`config.mk`:
```
export PLATFORM = sky130hd
export DESIGN_NAME = serial_to_lcd_line_terminal_unit
export DESIGN_NICKNAME = d
export VERILOG_FILES = /design/src/hw/rtl/sllt_pkg.sv /design/src/hw/rtl/serial_to_lcd_line_terminal_unit.sv
export SDC_FILE = /design/constraint.sdc
export NUM_CORES = 1
export LEC_CHECK = 0
export ABC_AREA = 0
export BUFFER_PORTS_ARGS = -buffer_cell sky130_fd_sc_hd__buf_2
export CAP_MARGIN = 20
export CORE_MARGIN = 2
export CORE_UTILIZATION = 60
export CTS_CLUSTER_SIZE = 10
export DETAILED_ROUTE_END_ITERATION = 7
export GPL_TIMING_DRIVEN = 0
export PLACE_DENSITY = 0.9
export SLEW_MARGIN = 20
export SYNTH_ARGS = -nofsm -noshare
export SYNTH_HDL_FRONTEND = slang
export SYNTH_SLANG_ARGS = --single-unit
```
`constraint.sdc`:
```
create_clock -name clk -period 2.98 [get_ports clk]
set_clock_uncertainty 0.2 [all_clocks]
set_input_delay 0.149 -clock clk [delete_from_list [all_inputs] [get_ports clk]]
set_output_delay 0.149 -clock clk [all_outputs]
set_load 0.05 [all_outputs]
```
`src/hw/rtl/sllt_pkg.sv`:
```
package sllt_pkg;

  // Line geometry
  localparam int LINE_LEN = 8;
  localparam int IDX_W    = (LINE_LEN > 1) ? $clog2(LINE_LEN) : 1;
  localparam int CNT_W    = $clog2(LINE_LEN + 1);
  localparam int COL_W    = 4;
  localparam int PC_W     = 3;

  // Received byte codes
  localparam logic [7:0] CH_LF    = 8'd10;
  localparam logic [7:0] CH_FF    = 8'd12;
  localparam logic [7:0] CH_CR    = 8'd13;
  localparam logic [7:0] CH_SPACE = 8'h20;

  // Display command codes
  localparam logic [1:0] CMD_CLEAR = 2'd0;
  localparam logic [1:0] CMD_PUT   = 2'd1;
  localparam logic [1:0] CMD_MOVE  = 2'd2;

  // Microprogram step addresses
  localparam logic [PC_W-1:0] PC_LF_CLR  = 3'd0;
  localparam logic [PC_W-1:0] PC_LF_PUT  = 3'd1;
  localparam logic [PC_W-1:0] PC_LF_MOV  = 3'd2;
  localparam logic [PC_W-1:0] PC_SC_HOME = 3'd3;
  localparam logic [PC_W-1:0] PC_CH_PUT  = 3'd4;
  localparam logic [PC_W-1:0] PC_FF_CLR  = 3'd5;
  localparam logic [PC_W-1:0] PC_CR_HOME = 3'd6;

  typedef enum logic [1:0] {
    CHR_ZERO,
    CHR_BUF,
    CHR_BYTE
  } chr_sel_t;

  typedef enum logic {
    COL_ONE,
    COL_CNT
  } col_sel_t;

  typedef enum logic [1:0] {
    BR_NEVER,
    BR_ALWAYS,
    BR_CNT_ZERO,
    BR_IDX_MORE
  } br_cond_t;

  typedef enum logic [1:0] {
    DONE_NEVER,
    DONE_ALWAYS,
    DONE_NO_SCROLL
  } done_cond_t;

  typedef struct packed {
    logic [1:0]      kind;
    chr_sel_t        chr_sel;
    col_sel_t        col_sel;
    logic            buf_clear;   // write space at idx, advance idx
    logic            cnt_clear;
    logic            store_inc;   // store byte at count, advance count
    br_cond_t        br_cond;
    logic [PC_W-1:0] br_target;
    done_cond_t      done_cond;
  } ctrl_word_t;

  // Control store: one word per sequencer step
  function automatic ctrl_word_t ucode_rom(input logic [PC_W-1:0] pc);
    ctrl_word_t w;
    w = '{kind: CMD_CLEAR, chr_sel: CHR_ZERO, col_sel: COL_ONE, buf_clear: 1'b0,
          cnt_clear: 1'b0, store_inc: 1'b0, br_cond: BR_NEVER,
          br_target: PC_LF_CLR, done_cond: DONE_ALWAYS};
    case (pc)
      PC_LF_CLR: begin
        w.kind      = CMD_CLEAR;
        w.br_cond   = BR_CNT_ZERO;
        w.br_target = PC_LF_MOV;
        w.done_cond = DONE_NEVER;
      end
      PC_LF_PUT: begin
        w.kind      = CMD_PUT;
        w.chr_sel   = CHR_BUF;
        w.buf_clear = 1'b1;
        w.br_cond   = BR_IDX_MORE;
        w.br_target = PC_LF_PUT;
        w.done_cond = DONE_NEVER;
      end
      PC_LF_MOV: begin
        w.kind      = CMD_MOVE;
        w.col_sel   = COL_CNT;
        w.done_cond = DONE_NO_SCROLL;
      end
      PC_SC_HOME: begin
        w.kind      = CMD_MOVE;
        w.cnt_clear = 1'b1;
        w.done_cond = DONE_NEVER;
      end
      PC_CH_PUT: begin
        w.kind      = CMD_PUT;
        w.chr_sel   = CHR_BYTE;
        w.store_inc = 1'b1;
        w.done_cond = DONE_ALWAYS;
      end
      PC_FF_CLR: begin
        w.kind      = CMD_CLEAR;
        w.done_cond = DONE_NEVER;
      end
      PC_CR_HOME: begin
        w.kind      = CMD_MOVE;
        w.cnt_clear = 1'b1;
        w.done_cond = DONE_ALWAYS;
      end
      default: begin
        w.done_cond = DONE_ALWAYS;
      end
    endcase
    return w;
  endfunction

endpackage

```
`src/hw/rtl/serial_to_lcd_line_terminal_unit.sv`:
```
// Channel  Ports                                        Direction
// -------  -------------------------------------------  ---------
// input    in_valid, in_ready, in_rx_byte               in
// result   out_valid, out_ready, out_cmd_kind,          out
//          out_char_code, out_cursor_col, out_last
//
// One received byte produces 1 to 12 display commands, one per sequencer step;
// a byte keeps the block busy, with in_ready low, until its final command has
// been issued, so a new byte is not taken meanwhile.
// The loop over the line buffer is a single microcode step that repeats.
// A step waits while the output register holds an item not yet taken.
// Reset clears the column count and control; the line buffer is not cleared.
module serial_to_lcd_line_terminal_unit
  import sllt_pkg::*;
(
  input  logic             clk,
  input  logic             rst_n,
  input  logic             in_valid,
  output logic             in_ready,
  input  logic [7:0]       in_rx_byte,
  output logic             out_valid,
  input  logic             out_ready,
  output logic [1:0]       out_cmd_kind,
  output logic [7:0]       out_char_code,
  output logic [COL_W-1:0] out_cursor_col,
  output logic             out_last
);

  logic             busy_r, busy_nxt;
  logic             scroll_r, scroll_nxt;
  logic [PC_W-1:0]  pc_r, pc_nxt;
  logic [IDX_W-1:0] idx_r, idx_nxt;
  logic [CNT_W-1:0] cnt_r, cnt_nxt;
  logic [7:0]       byte_r;
  logic             out_valid_r, out_valid_nxt;
  logic [1:0]       out_kind_r;
  logic [7:0]       out_char_r;
  logic [COL_W-1:0] out_col_r;
  logic             out_last_r;
  logic [7:0]       buf_r [LINE_LEN];

  ctrl_word_t       cw;
  logic             in_fire;
  logic             step_go;
  logic             done;
  logic             br_take;
  logic [7:0]       chr_val;
  logic [COL_W-1:0] col_val;

  assign in_ready = !busy_r;
  assign in_fire  = in_valid && in_ready;
  assign step_go  = busy_r && (!out_valid_r || out_ready);
  assign cw       = ucode_rom(pc_r);

  // Evaluate branch and end conditions of the current word
  always_comb begin
    case (cw.br_cond)
      BR_ALWAYS:   br_take = 1'b1;
      BR_CNT_ZERO: br_take = (cnt_r == '0);
      BR_IDX_MORE: br_take = ((CNT_W'(idx_r) + CNT_W'(1)) < cnt_r);
      default:     br_take = 1'b0;
    endcase
    case (cw.done_cond)
      DONE_ALWAYS:    done = 1'b1;
      DONE_NO_SCROLL: done = !scroll_r;
      default:        done = 1'b0;
    endcase
  end

  // Select command payload
  always_comb begin
    case (cw.chr_sel)
      CHR_BUF:  chr_val = buf_r[idx_r];
      CHR_BYTE: chr_val = byte_r;
      default:  chr_val = 8'd0;
    endcase
    case (cw.col_sel)
      COL_CNT: col_val = COL_W'(cnt_r + CNT_W'(1));
      default: col_val = COL_W'(1);
    endcase
  end

  // Sequencer next state
  always_comb begin
    busy_nxt      = busy_r;
    scroll_nxt    = scroll_r;
    pc_nxt        = pc_r;
    idx_nxt       = idx_r;
    cnt_nxt       = cnt_r;
    out_valid_nxt = out_valid_r;

    if (out_valid_r && out_ready) begin
      out_valid_nxt = 1'b0;
    end

    if (in_fire) begin
      busy_nxt   = 1'b1;
      idx_nxt    = '0;
      scroll_nxt = 1'b0;
      case (in_rx_byte)
        CH_LF:   pc_nxt = PC_LF_CLR;
        CH_CR:   pc_nxt = PC_CR_HOME;
        CH_FF:   pc_nxt = PC_FF_CLR;
        default: begin
          if (cnt_r >= CNT_W'(LINE_LEN)) begin
            pc_nxt     = PC_LF_CLR;
            scroll_nxt = 1'b1;
          end else begin
            pc_nxt = PC_CH_PUT;
          end
        end
      endcase
    end else if (step_go) begin
      out_valid_nxt = 1'b1;
      if (cw.buf_clear) begin
        idx_nxt = idx_r + IDX_W'(1);
      end
      if (cw.cnt_clear) begin
        cnt_nxt = '0;
      end else if (cw.store_inc) begin
        cnt_nxt = cnt_r + CNT_W'(1);
      end
      if (done) begin
        busy_nxt = 1'b0;
      end else if (br_take) begin
        pc_nxt = cw.br_target;
      end else begin
        pc_nxt = pc_r + PC_W'(1);
      end
    end
  end

  // Control registers
  always_ff @(posedge clk) begin
    if (!rst_n) begin
      busy_r      <= 1'b0;
      scroll_r    <= 1'b0;
      pc_r        <= PC_LF_CLR;
      idx_r       <= '0;
      cnt_r       <= '0;
      out_valid_r <= 1'b0;
    end else begin
      busy_r      <= busy_nxt;
      scroll_r    <= scroll_nxt;
      pc_r        <= pc_nxt;
      idx_r       <= idx_nxt;
      cnt_r       <= cnt_nxt;
      out_valid_r <= out_valid_nxt;
    end
  end

  // Payload registers and line buffer
  always_ff @(posedge clk) begin
    if (in_fire) begin
      byte_r <= in_rx_byte;
    end
    if (step_go) begin
      out_kind_r <= cw.kind;
      out_char_r <= chr_val;
      out_col_r  <= col_val;
      out_last_r <= done;
      if (cw.buf_clear) begin
        buf_r[idx_r] <= CH_SPACE;
      end
      if (cw.store_inc) begin
        buf_r[cnt_r[IDX_W-1:0]] <= byte_r;
      end
    end
  end

  assign out_valid      = out_valid_r;
  assign out_cmd_kind   = out_kind_r;
  assign out_char_code  = out_char_r;
  assign out_cursor_col = out_col_r;
  assign out_last       = out_last_r;

`ifndef SYNTHESIS
  // Count never runs past a full line
  a_cnt_range: assert property (@(posedge clk) disable iff (!rst_n)
    cnt_r <= CNT_W'(LINE_LEN))
    else $error("column count beyond line length");

  // Final step of a byte frees the sequencer
  a_done_frees: assert property (@(posedge clk) disable iff (!rst_n)
    step_go && done |=> !busy_r && out_valid_r && out_last_r)
    else $error("sequencer still busy after final command");

  // An accepted byte starts a command sequence
  a_start: assert property (@(posedge clk) disable iff (!rst_n)
    in_fire |=> busy_r)
    else $error("accepted byte did not start sequencer");

  // Buffer loop stays inside the line
  a_idx_range: assert property (@(posedge clk) disable iff (!rst_n)
    busy_r && pc_r == PC_LF_PUT |-> CNT_W'(idx_r) < cnt_r)
    else $error("buffer index past column count");
`endif

endmodule

```
==> out/summary.txt <==
# diodes = 0
Minimum clock period = 2.89 ns
Final setup violation count = 0
Die area = 7930 sq um
Critical Path End Type = flip-flop
First-pass GRT wire length = 13,100 um
I/O Buffers = 28
Initial antenna violation count = 0
Final Hold Vio Count = 0
Status = finished, final reports clean
Initial core utilization = 60.8%
Highest Signal Layer = met4
FF-to-FF setup slack = 0.09 ns
Routed wire length per instance = 19.8 um
Sequential fraction of the synthesis area = 67.6%
Post-CTS Setup Inserts = 0
Worst Reg-to-Reg Cells = 8
Most common cell after layout, fill and taps aside = edfxtp_1
Fmax achieved = 346 MHz
Synthesized cell area = 4340 sq um
DRT antenna net count = 0
Die Ht = 89.1 um
Pwr dens = 581 nW/um^2
CP Class = reg2reg
Placer Congestion = 0.865
Capture point of the worst reg-to-reg path = buf_r[3][2]
Placed Area = 4610 sq um
Clk buf depth = 2
Most frequent cells in the layout = 87 x edfxtp_1, 30 x buf_2, 26 x nor2_1, 19 x nand2_1
P&R area growth vs syn = 12.8%
Via density = 6.13
# IOs = 29
Count of cell types in the netlist = 49
Largest net degree at the start of global routing = 21
Crit path DAT = 2.69 ns
Max_slew headroom = 38.4%
Yosys warnings = 0
DRT iter0 DRCs = 377
Ys async rst share = 0%
Max Transition Viols Final = 0
# DRC = 0
Type of the most critical hold path = in2reg
Leakage = 1.74 nW
Metal2 WL = 4510 um
CTS tree = done
Final #Nets = 362
Mapped Avg Cell Area = 15.0 sq um
Synth Register Bits = 103
VDD IR max = 243 uV
Post-route cell area = 4900 sq um
Worst setup SP type = flip-flop
Worst flop-to-flop path startpoint = pc_r[0]
RSZ-0062 raised after global routing = true
CTS Sinks = 103
Fillers = 476
Met3 routed WL = 771 um
Ys flop type = edfxtp_1
Post-synth EDFFs = 87
Layout cells sized above 1 = 21.8%
GRT Total Usage = 23.4%
Routed WL = 8780 um
Via count = 2,716
Vias in the first global route = 2,533
Total global routing overflow = 0
Syn Nets = 313
Clk slew on worst S/H paths = 0.10 ns
Maxcap violations = 0
Fin crit share = 96.9%
DRT met1 WL = 3270 um
Worst-margin pin slew = 0.921 ns
Die X = 89.1 um
# H-tree levels = 3
Hold path cells = 3
Worst Path Max Fanout = 10
Root buf cell = clkbuf_8
Hold Path Origin = out_ready
Core Area = 7140 sq um
Clk Latency, worst-skew pair = 0.37 ns
Worst Hold Path EP = out_valid
Final Total Pwr = 2.85 mW
HPWL Detailed = 5770 um
Row count = 31
Required @ worst endpoint = 2.78 ns
CTS Buf Count = 9
Cells after Synth = 290
Initial DRT Pass Iterations = 5
cell families (layout without fill, tap and decap cells):
group	count (synthesis)	after routing	share of synthesized area [%]
buffers and inverters	23	77	2.39
xor gates and xnor gates	5	5	1.01
muxes	26	26	10.6
and+or+nand+nor	77	77	8.65
adders and majority gates	11	11	3.17
DFF	103	103	67.6
AOI/OAI and AO/OA	45	45	6.63
report_power, final:
group / internal, mW / total [mW] / switching [mW]
Clock: 0.321 / 0.836 / 0.515
Sequential: 1.61 / 1.64 / 0.0230
Combinational: 0.115 / 0.374 / 0.259
how the worst max path moves through the flow:
stage / startpoint / end / slack [ns] / cells past startpoint
3_3_place_gp: pc_r[0] / buf_r[4][6] / 0.26 / 8
5_1_grt: pc_r[0] / buf_r[3][2] / -0.009 / 8
6_report: pc_r[0] / buf_r[3][2] / 0.09 / 8
2_1_floorplan: pc_r[0] / buf_r[2][0] / 0.75 / 8
3_5_place_dp: pc_r[0] / buf_r[3][6] / 0.15 / 8
4_1_cts: pc_r[0] / buf_r[3][3] / 0.11 / 8
cells in the mapped netlist, drive strengths merged (2+ instances only):
| master | count | area share (%) |
|---|---|---|
| edfxtp | 87 | 60 |
| mux4 | 16 | 8.3 |
| buf | 7 | 1.0 |
| nand4b | 2 | 0.40 |
| nor2b | 5 | 0.72 |
| or2 | 2 | 0.29 |
| inv | 14 | 1.2 |
| nand3 | 4 | 0.58 |
| nand2 | 20 | 1.8 |
| xor2 | 2 | 0.40 |
| mux2i | 10 | 2.3 |
| a21oi | 8 | 0.92 |
| xnor2 | 3 | 0.61 |
| a21boi | 3 | 0.52 |
| o21ai | 16 | 1.8 |
| nand4 | 2 | 0.29 |
| and2 | 3 | 0.43 |
| nor2 | 27 | 2.3 |
| nor3 | 6 | 0.81 |
| ha | 11 | 3.2 |
| dfxtp | 16 | 7.4 |
| clkbuf | 2 | 0.17 |
| a31oi | 6 | 0.86 |
| nand2b | 2 | 0.29 |
| a21o | 2 | 0.35 |
| o32ai | 2 | 0.58 |
critical path, cell delays in order, from the launching register on:
cell and delay [ns]:
dfxtp_1 0.37, inv_1 0.11, ha_1 0.22, and2_1 0.19
buf_4 0.21, nand3_2 0.22, nor3_1 0.21, a31oi_1 0.09
nor2_1 0.72
stage by stage:
| stage | utilization [%] | instances | TNS, ns | setup WS [ns] | hold WS [ns] |
|---|---|---|---|---|---|
| 2_1_floorplan | - | 290 | 0 | 0.746 | 0.0479 |
| 3_3_place_gp | 64.5 | 417 | 0 | 0.256 | 0.147 |
| 4_1_cts | 68.6 | 443 | 0 | 0.106 | 0.0435 |
| 3_5_place_dp | 64.5 | 417 | 0 | 0.146 | 0.144 |
| 6_report | 68.6 | 443 | 0 | 0.0920 | 0.0523 |
| 5_1_grt | 68.6 | 443 | -0.0275 | -0.00861 | 0.0749 |
flip-flops by register name, indices dropped and copies added, names as in the netlist, named ones only:
| register | count |
|---|---|
| scroll_r | 1 |
| out_cursor_col | 4 |
| out_valid | 1 |
| idx_r | 3 |
| busy_r | 1 |
| pc_r | 3 |
| out_cmd_kind | 2 |
| out_last | 1 |
| cnt_r | 4 |
| buf_r | 64 |
| byte_r | 8 |
| out_char_code | 8 |
area by class of cell:
type                            instances  area [sq um]  share of cell area [%]
Tap cell                               99           124                    2.53
Inverter                               14          52.6                    1.07
Clock inverter                          7          65.1                    1.33
Buffer                                  9          51.3                    1.05
Sequential cell                       103          2930                    59.9
Timing Repair Buffer                   38           240                    4.91
Clock buffer                            9           124                    2.53
Multi-Input combinational cell        164          1310                    26.7
layer usage:
metal / vias to the layer above / global-route usage (%)
met4: 0 / 12.1
met5: - / 0
met2: 172 / 39.8
met1: 1319 / 29.4
met3: 26 / 3.32
li1: 1199 / -
timing repair:
action	in CTS	in global routing
hold buffers	10	0
hold endpoints to repair	12	0
endpoints found under the setup margin	0	10
gates resized for setup	0	1
No activity file was read; power rests on OpenSTA's default activity.
